File: config.mk
export PLATFORM = sky130hd
export DESIGN_NAME = exp_golomb_bit_reader
export DESIGN_NICKNAME = d
export VERILOG_FILES = /design/src/sv/egbr_pkg.sv /design/src/sv/egbr_bit_src.sv /design/src/sv/egbr_seq.sv /design/src/sv/exp_golomb_bit_reader.sv
export SDC_FILE = /design/constraint.sdc
export NUM_CORES = 1
export LEC_CHECK = 0
export BUFFER_PORTS_ARGS = -buffer_cell sky130_fd_sc_hd__buf_2
export CORE_ASPECT_RATIO = 1.25
export CORE_UTILIZATION = 50
export CTS_CLUSTER_DIAMETER = 80
export DETAILED_ROUTE_END_ITERATION = 8
export GPL_TIMING_DRIVEN = 0
export MAX_ROUTING_LAYER = met4
export PLACE_DENSITY = 0.82
export SYNTH_ARGS = -nofsm -noshare
export SYNTH_HDL_FRONTEND = slang
export SYNTH_SLANG_ARGS = --single-unit
File: constraint.sdc
create_clock -name clk -period 4.2 [get_ports clk]
set_input_delay 0.84 -clock clk [delete_from_list [all_inputs] [get_ports clk]]
set_output_delay 0.84 -clock clk [all_outputs]
set_load 0.05 [all_outputs]
File: src/sv/egbr_pkg.sv
// Shared types and constants for the exp-Golomb bit reader.
// Depends on nothing; imported by every module of the block.
`timescale 1ns / 1ps

package egbr_pkg;

    localparam int BUFFER_BYTES = 4;
    localparam int BYTE_W       = 8;
    localparam int IDX_W        = 3;
    localparam int POS_W        = $clog2(BUFFER_BYTES + 1);
    localparam int VALUE_W      = 32;
    localparam int COUNT_W      = 6;
    localparam int KIND_W       = 2;
    localparam int MAX_FIELD    = 32;

    localparam logic [KIND_W-1:0] KIND_LOAD  = 2'd0;
    localparam logic [KIND_W-1:0] KIND_BIT   = 2'd1;
    localparam logic [KIND_W-1:0] KIND_FIELD = 2'd2;
    localparam logic [KIND_W-1:0] KIND_UE    = 2'd3;

    // Status from the bit source toward the sequencer.
    typedef struct packed {
        logic bit_val;    // bit returned if the source advances now
        logic end_after;  // position is at the end once it has advanced
    } egbr_bit_t;

    // Finished result offered to the output register.
    typedef struct packed {
        logic               valid;
        logic [VALUE_W-1:0] value;
    } egbr_res_t;

endpackage

File: src/sv/egbr_bit_src.sv
// Bit source: first buffer byte, byte position and bit index.
// Depends on egbr_pkg.
`timescale 1ns / 1ps

module egbr_bit_src
(
    input  logic                         clk,
    input  logic                         rst_n,
    input  logic                         load,
    input  logic [egbr_pkg::BYTE_W-1:0]  load_byte,
    input  logic                         advance,
    output egbr_pkg::egbr_bit_t          bit_info
);
    import egbr_pkg::*;

    logic [BYTE_W-1:0] first_byte_reg, first_byte_next;
    logic [POS_W-1:0]  pos_reg, pos_next;
    logic [IDX_W-1:0]  idx_reg, idx_next;
    logic [POS_W-1:0]  pos_adv;

    // Only the first byte holds data; all later bytes read as zero.
    always_comb
    begin
        if (idx_reg == '0 && pos_reg < POS_W'(BUFFER_BYTES))
        begin
            pos_adv = POS_W'(pos_reg + 1'b1);
        end
        else
        begin
            pos_adv = pos_reg;
        end
        bit_info.bit_val   = (pos_reg == '0) ? first_byte_reg[idx_reg] : 1'b0;
        bit_info.end_after = (pos_adv >= POS_W'(BUFFER_BYTES));
    end

    always_comb
    begin
        first_byte_next = first_byte_reg;
        pos_next        = pos_reg;
        idx_next        = idx_reg;
        if (load)
        begin
            first_byte_next = load_byte;
            pos_next        = '0;
            idx_next        = '1;
        end
        else if (advance)
        begin
            pos_next = pos_adv;
            idx_next = IDX_W'(idx_reg - 1'b1);
        end
    end

    always_ff @(posedge clk or negedge rst_n)
    begin
        if (!rst_n)
        begin
            first_byte_reg <= '0;
            pos_reg        <= POS_W'(BUFFER_BYTES);
            idx_reg        <= '1;
        end
        else
        begin
            first_byte_reg <= first_byte_next;
            pos_reg        <= pos_next;
            idx_reg        <= idx_next;
        end
    end

    a_pos_range: assert property (@(posedge clk) disable iff (!rst_n)
        pos_reg <= POS_W'(BUFFER_BYTES))
        else $error("byte position beyond buffer end");

    a_pos_saturates: assert property (@(posedge clk) disable iff (!rst_n)
        advance && !load && pos_reg == POS_W'(BUFFER_BYTES) |=> pos_reg == POS_W'(BUFFER_BYTES))
        else $error("byte position left the end of the buffer");

    a_load_rewinds: assert property (@(posedge clk) disable iff (!rst_n)
        load |=> pos_reg == '0 && idx_reg == '1)
        else $error("load did not rewind the read position");

endmodule

File: src/sv/egbr_seq.sv
// Sequencer: decodes items, steps the bit source and shifts bits into
// the accumulator one per cycle. Depends on egbr_pkg.
`timescale 1ns / 1ps

module egbr_seq
(
    input  logic                         clk,
    input  logic                         rst_n,
    input  logic                         in_valid,
    input  logic [egbr_pkg::KIND_W-1:0]  kind,
    input  logic [egbr_pkg::COUNT_W-1:0] bit_count,
    output logic                         in_stall,
    input  egbr_pkg::egbr_bit_t          bit_info,
    output logic                         load,
    output logic                         advance,
    input  logic                         res_free,
    output egbr_pkg::egbr_res_t          res
);
    import egbr_pkg::*;

    typedef enum logic [1:0] {S_IDLE, S_PREFIX, S_FIELD, S_FINISH} state_t;

    state_t             state_reg, state_next;
    logic [VALUE_W-1:0] acc_reg, acc_next;
    logic [COUNT_W-1:0] cnt_reg, cnt_next;
    logic [COUNT_W-1:0] zeros_reg, zeros_next;
    logic               ue_reg, ue_next;
    logic               take;

    assign in_stall = (state_reg != S_IDLE);
    assign take     = in_valid && !in_stall;
    assign load     = take && (kind == KIND_LOAD);

    always_comb
    begin
        state_next = state_reg;
        acc_next   = acc_reg;
        cnt_next   = cnt_reg;
        zeros_next = zeros_reg;
        ue_next    = ue_reg;
        advance    = 1'b0;
        res.valid  = 1'b0;
        // ue value is ({1, field} - 1): seed the accumulator with a one
        res.value  = ue_reg ? VALUE_W'(acc_reg - 1'b1) : acc_reg;
        case (state_reg)
            S_IDLE:
            begin
                if (take)
                begin
                    case (kind)
                        KIND_BIT:
                        begin
                            acc_next   = '0;
                            cnt_next   = COUNT_W'(1);
                            ue_next    = 1'b0;
                            state_next = S_FIELD;
                        end
                        KIND_FIELD:
                        begin
                            acc_next   = '0;
                            cnt_next   = (bit_count > COUNT_W'(MAX_FIELD))
                                         ? COUNT_W'(MAX_FIELD) : bit_count;
                            ue_next    = 1'b0;
                            state_next = S_FIELD;
                        end
                        KIND_UE:
                        begin
                            acc_next   = VALUE_W'(1);
                            zeros_next = '0;
                            ue_next    = 1'b1;
                            state_next = S_PREFIX;
                        end
                        default:
                        begin
                            state_next = S_IDLE;
                        end
                    endcase
                end
            end
            S_PREFIX:
            begin
                // count leading zeros; stop at a one, at 32 zeros or at the end
                advance = 1'b1;
                if (!bit_info.bit_val && zeros_reg < COUNT_W'(MAX_FIELD)
                    && !bit_info.end_after)
                begin
                    zeros_next = COUNT_W'(zeros_reg + 1'b1);
                end
                else
                begin
                    cnt_next   = zeros_reg;
                    state_next = S_FIELD;
                end
            end
            S_FIELD:
            begin
                if (cnt_reg == '0)
                begin
                    state_next = S_FINISH;
                end
                else
                begin
                    advance  = 1'b1;
                    acc_next = {acc_reg[VALUE_W-2:0], bit_info.bit_val};
                    cnt_next = COUNT_W'(cnt_reg - 1'b1);
                end
            end
            S_FINISH:
            begin
                // hold until the output register can take the word
                if (res_free)
                begin
                    res.valid  = 1'b1;
                    state_next = S_IDLE;
                end
            end
            default:
            begin
                state_next = S_IDLE;
            end
        endcase
    end

    always_ff @(posedge clk or negedge rst_n)
    begin
        if (!rst_n)
        begin
            state_reg <= S_IDLE;
            cnt_reg   <= '0;
            zeros_reg <= '0;
            ue_reg    <= 1'b0;
        end
        else
        begin
            state_reg <= state_next;
            cnt_reg   <= cnt_next;
            zeros_reg <= zeros_next;
            ue_reg    <= ue_next;
        end
    end

    always_ff @(posedge clk)
    begin
        acc_reg <= acc_next;
    end

    a_cnt_range: assert property (@(posedge clk) disable iff (!rst_n)
        cnt_reg <= COUNT_W'(MAX_FIELD))
        else $error("field count above limit");

    a_zeros_range: assert property (@(posedge clk) disable iff (!rst_n)
        zeros_reg <= COUNT_W'(MAX_FIELD))
        else $error("ue prefix count above limit");

    a_finish_leaves: assert property (@(posedge clk) disable iff (!rst_n)
        state_reg == S_FINISH && res_free |=> state_reg == S_IDLE)
        else $error("finished result not released");

endmodule

File: src/sv/exp_golomb_bit_reader.sv
// Exp-Golomb bit reader: load, single-bit, n-bit field and ue(v) reads.
// Throughput: one item at a time on a single shift path, one buffer bit per cycle;
// a finished item holds off the next one until the output register is free.
// Result sits in an output register, so the next item enters while it waits.
// Reset (rst_n, async, active low): position at buffer end, reads give zero.
`timescale 1ns / 1ps

module exp_golomb_bit_reader
(
    input  logic                         clk,
    input  logic                         rst_n,
    input  logic                         in_valid,
    output logic                         in_stall,
    input  logic [egbr_pkg::KIND_W-1:0]  kind,
    input  logic [egbr_pkg::BYTE_W-1:0]  load_byte,
    input  logic [egbr_pkg::COUNT_W-1:0] bit_count,
    output logic                         out_valid,
    input  logic                         out_stall,
    output logic [egbr_pkg::VALUE_W-1:0] value
);
    import egbr_pkg::*;

    egbr_bit_t          bit_info;
    egbr_res_t          res;
    logic               load;
    logic               advance;
    logic               res_free;
    logic               out_valid_reg, out_valid_next;
    logic [VALUE_W-1:0] value_reg;

    // Buffer state and the current bit.
    egbr_bit_src u_bit_src
    (
        .clk       (clk),
        .rst_n     (rst_n),
        .load      (load),
        .load_byte (load_byte),
        .advance   (advance),
        .bit_info  (bit_info)
    );

    // Item decode and the serial accumulator.
    egbr_seq u_seq
    (
        .clk       (clk),
        .rst_n     (rst_n),
        .in_valid  (in_valid),
        .kind      (kind),
        .bit_count (bit_count),
        .in_stall  (in_stall),
        .bit_info  (bit_info),
        .load      (load),
        .advance   (advance),
        .res_free  (res_free),
        .res       (res)
    );

    // The output register is free when empty or when its word leaves now.
    assign res_free = !out_valid_reg || !out_stall;

    always_comb
    begin
        out_valid_next = out_valid_reg;
        if (res.valid)
        begin
            out_valid_next = 1'b1;
        end
        else if (!out_stall)
        begin
            // drop the word once taken
            out_valid_next = 1'b0;
        end
    end

    always_ff @(posedge clk or negedge rst_n)
    begin
        if (!rst_n)
        begin
            out_valid_reg <= 1'b0;
        end
        else
        begin
            out_valid_reg <= out_valid_next;
        end
    end

    // Hold the word while stalled; load a new one only when free.
    always_ff @(posedge clk)
    begin
        if (res.valid)
        begin
            value_reg <= res.value;
        end
    end

    assign out_valid = out_valid_reg;
    assign value     = value_reg;

    a_no_overwrite: assert property (@(posedge clk) disable iff (!rst_n)
        res.valid |-> !out_valid_reg || !out_stall)
        else $error("result written over a waiting word");

    a_no_result_on_load: assert property (@(posedge clk) disable iff (!rst_n)
        load |-> !res.valid && !advance)
        else $error("load overlapped with a read");

    a_result_shown: assert property (@(posedge clk) disable iff (!rst_n)
        res.valid |=> out_valid && value == $past(res.value))
        else $error("finished result not presented");

endmodule

==> out/results.txt <==
outcome - completed
die area - 9710 µm²
Post-Synth Simple-Gate Area - 0.171
Clock Tree Buf Depth - 2
die span in y - 110 µm
Die Span X - 88.3 µm
Total GRT Usage - 0.200
post-detailed-route count of antenna-violating nets - 0
final worst setup slack - 1.27 ns
effective utilization at floorplan - 0.513
wire per inst - 15.0 µm
CP max stage cell - sky130_fd_sc_hd__or4_4
number of buffers created by CTS - 9
minimum period implied by the final worst setup slack - 2.93 ns
multiplexer share of the synthesized area - 0.0486
Post-Synthesis Cell Area - 4660 µm²
delay-heaviest family, CP - simple AND/OR/NAND/NOR gates
cell row count - 39
RSZ-0062 raised after global routing - false
total of max-cap violations - 0
first-pass GRT wire length - 14,200 µm
worst-path cell chain - or4_4, or4_4, buf_6, or4_4, buf_6, nor3b_2, xor2_1
via count - 3,121
GP Congestion - 0.884
xor and xnor fraction of the mapped netlist area - 0.0695
number of cells produced by synthesis - 384
portion of the post-synthesis area used by sequential elements - 0.575
clk_lat worst skew - 0.34 ns
power density of the placed cells - 827 nW/µm²
Worst Path Max Fanout - 8
Total Routed Length - 8680 µm
clock tree from TritonCTS - done
total number of nets in the final design - 487
Final Slew Violations - 0
number of global-route vias before repair - 3,116
pin count of the biggest net entering global routing - 31
PostCTS Resize Cnt - 0
area added between synthesis and finish - 17.3%
cell type contributing the most total cell area after synthesis - sky130_fd_sc_hd__edfxtp_1
number of buffer and inverter stages on the critical path - 2
delay of the slowest critical-path stage - 0.60 ns
min-delay worst type - flip-flop to flip-flop
count of warnings emitted by yosys - 0
critical path capture point type - flip-flop
critical path class - flip-flop to flip-flop
count of final setup violators - 0
Post CTS Setup Buffer Count - 0
peak clock frequency supported by timing - 341 MHz
fraction of post-synthesis cell area in the top cell type by area - 0.412
CTS H-tree depth - 3
final HPWL from detailed placement - 6100 µm
count leader, synth - sky130_fd_sc_hd__edfxtp_1
top flip-flop cell by instance count after synthesis - sky130_fd_sc_hd__edfxtp_1
worst setup timing slack at the placement stage - 1.26 ns
fin crit share - 0.698
# diodes - 0
share of flip-flops with an asynchronous set or reset after synthesis - 0.319
Congestion Overflow GR - 0
synthesis-stage register bit count - 94
antenna violations before repair - 0
startpoint type of the worst setup path - flip-flop
average instance area after synthesis - 12.1 µm²
TritonCTS sink count - 94
Worst-Margin Slew - 1.01 ns
most prevalent standard cell on the critical path - sky130_fd_sc_hd__or4_4
Core ar. - 9080 µm²
Arrival @ worst endpoint - 3.01 ns
headroom to the max-slew limit - 0.327
P_leak - 2.25 nW
adder-cell share of the synthesized area - 0.0456
Crit path required time - 4.28 ns
Area contributors post-synth - sky130_fd_sc_hd__edfxtp_1 (41%), sky130_fd_sc_hd__dfrtp_1 (14%), sky130_fd_sc_hd__xor2_1 (4.7%)
leading post-synthesis cells by instance count - sky130_fd_sc_hd__edfxtp_1 (64), sky130_fd_sc_hd__and2_1 (29), sky130_fd_sc_hd__dfrtp_1 (26), sky130_fd_sc_hd__nand2_1 (26), sky130_fd_sc_hd__xor2_1 (25)
number of DRC markers after the initial detailed-route iteration - 180
clock-pin transition on the worst setup and hold timing paths - 0.07 ns
maximum vdd drop - 0.462 mV
post-synth cell types - 49
number of top-level pins - 54
power after layout - 4.52 mW
number of iterations in the first detailed-routing pass - 5
hold violation total from the final report - 0
share of final-layout standard cells stronger than drive strength 1 - 0.224
final clock skew - 0.00834 ns
Synth Area in Compound Gates - 0.0626
cell chosen for the clock root - sky130_fd_sc_hd__clkbuf_16
total negative slack for setup checks - 0 ns
IO Port Bufs - 53
dominant combinational cell family by area after synthesis - simple AND/OR/NAND/NOR gates
EDFF count, synth - 64
# DRC - 0
Post-Syn Nets - 421
average via count per standard cell - 5.40
core utilization of the finished layout - 0.602
hold buffers post-CTS - 0
-- cells in the final DEF, fill, tap and decap left out, drive strengths merged, types with 7 or more instances in the layout --
master,count
and2,30
buf,57
clkbuf,20
dfrtp,26
edfxtp,64
ha,17
inv,21
mux2,13
mux2i,8
nand2,26
nand3,7
nor2,20
nor3,11
nor4,8
o21ai,17
xnor2,12
xor2,25
-- layer usage --
layer  GRT usage  wire length, µm
met5           -                0
met4      0.0910              187
met3      0.0353              453
met2       0.358             4570
met1       0.213             3470
-- metrics by stage --
| stage | instance area (µm²) | hold slack [ns] | std cells |
|---|---|---|---|
| finish | 5460 | 0.506 | 578 |
| global route | 5460 | 0.524 | 578 |
| CTS | 5460 | 0.509 | 578 |
| detailed placement | 5140 | 0.493 | 562 |
| global placement | 5080 | 0.486 | 560 |
| floorplan | 4660 | 0.474 | 384 |
-- report_power, final --
part	internal (mW)	switching [mW]	leakage (nW)
Clock	0.526	0.343	0.150
Combinational	0.658	1.13	1.12
Sequential	1.55	0.311	0.983
-- path summary, 6_finish.rpt --
kind	startpoint	to	slack, ns	depth (start not counted)
setup reg to reg	u_seq.acc_reg[15]	value[31]	1.27	7
min in group asynchronous	rst_n	u_seq.cnt_reg[1]	0.54	1
hold / removal	u_bit_src.first_byte_reg[6]	u_bit_src.first_byte_reg[6]	0.51	1
max in group asynchronous	rst_n	u_seq.ue_reg	3.21	1
setup / recovery	u_seq.acc_reg[15]	value[31]	1.27	7
hold reg to reg	u_bit_src.first_byte_reg[6]	u_bit_src.first_byte_reg[6]	0.51	1
-- logic make-up after synthesis --
| kind of cell | after synthesis |
|---|---|
| compound gates | 45 |
| xor+xnor | 37 |
| fa+ha+maj | 17 |
| buf+inv | 31 |
| flops | 94 |
| mux | 21 |
| simple gates | 139 |
-- area by class of cell --
class / count / area [µm²]
plain buffers: 12 / 60.1
clock buffers: 10 / 229
clock inverters: 6 / 92.6
fillers: 751 / 3610
inverters: 19 / 71.3
multi-input cells: 259 / 1870
flip-flops and latches: 94 / 2680
well taps: 123 / 154
repair buffers: 55 / 313
Power figures use the tool's default switching activity.
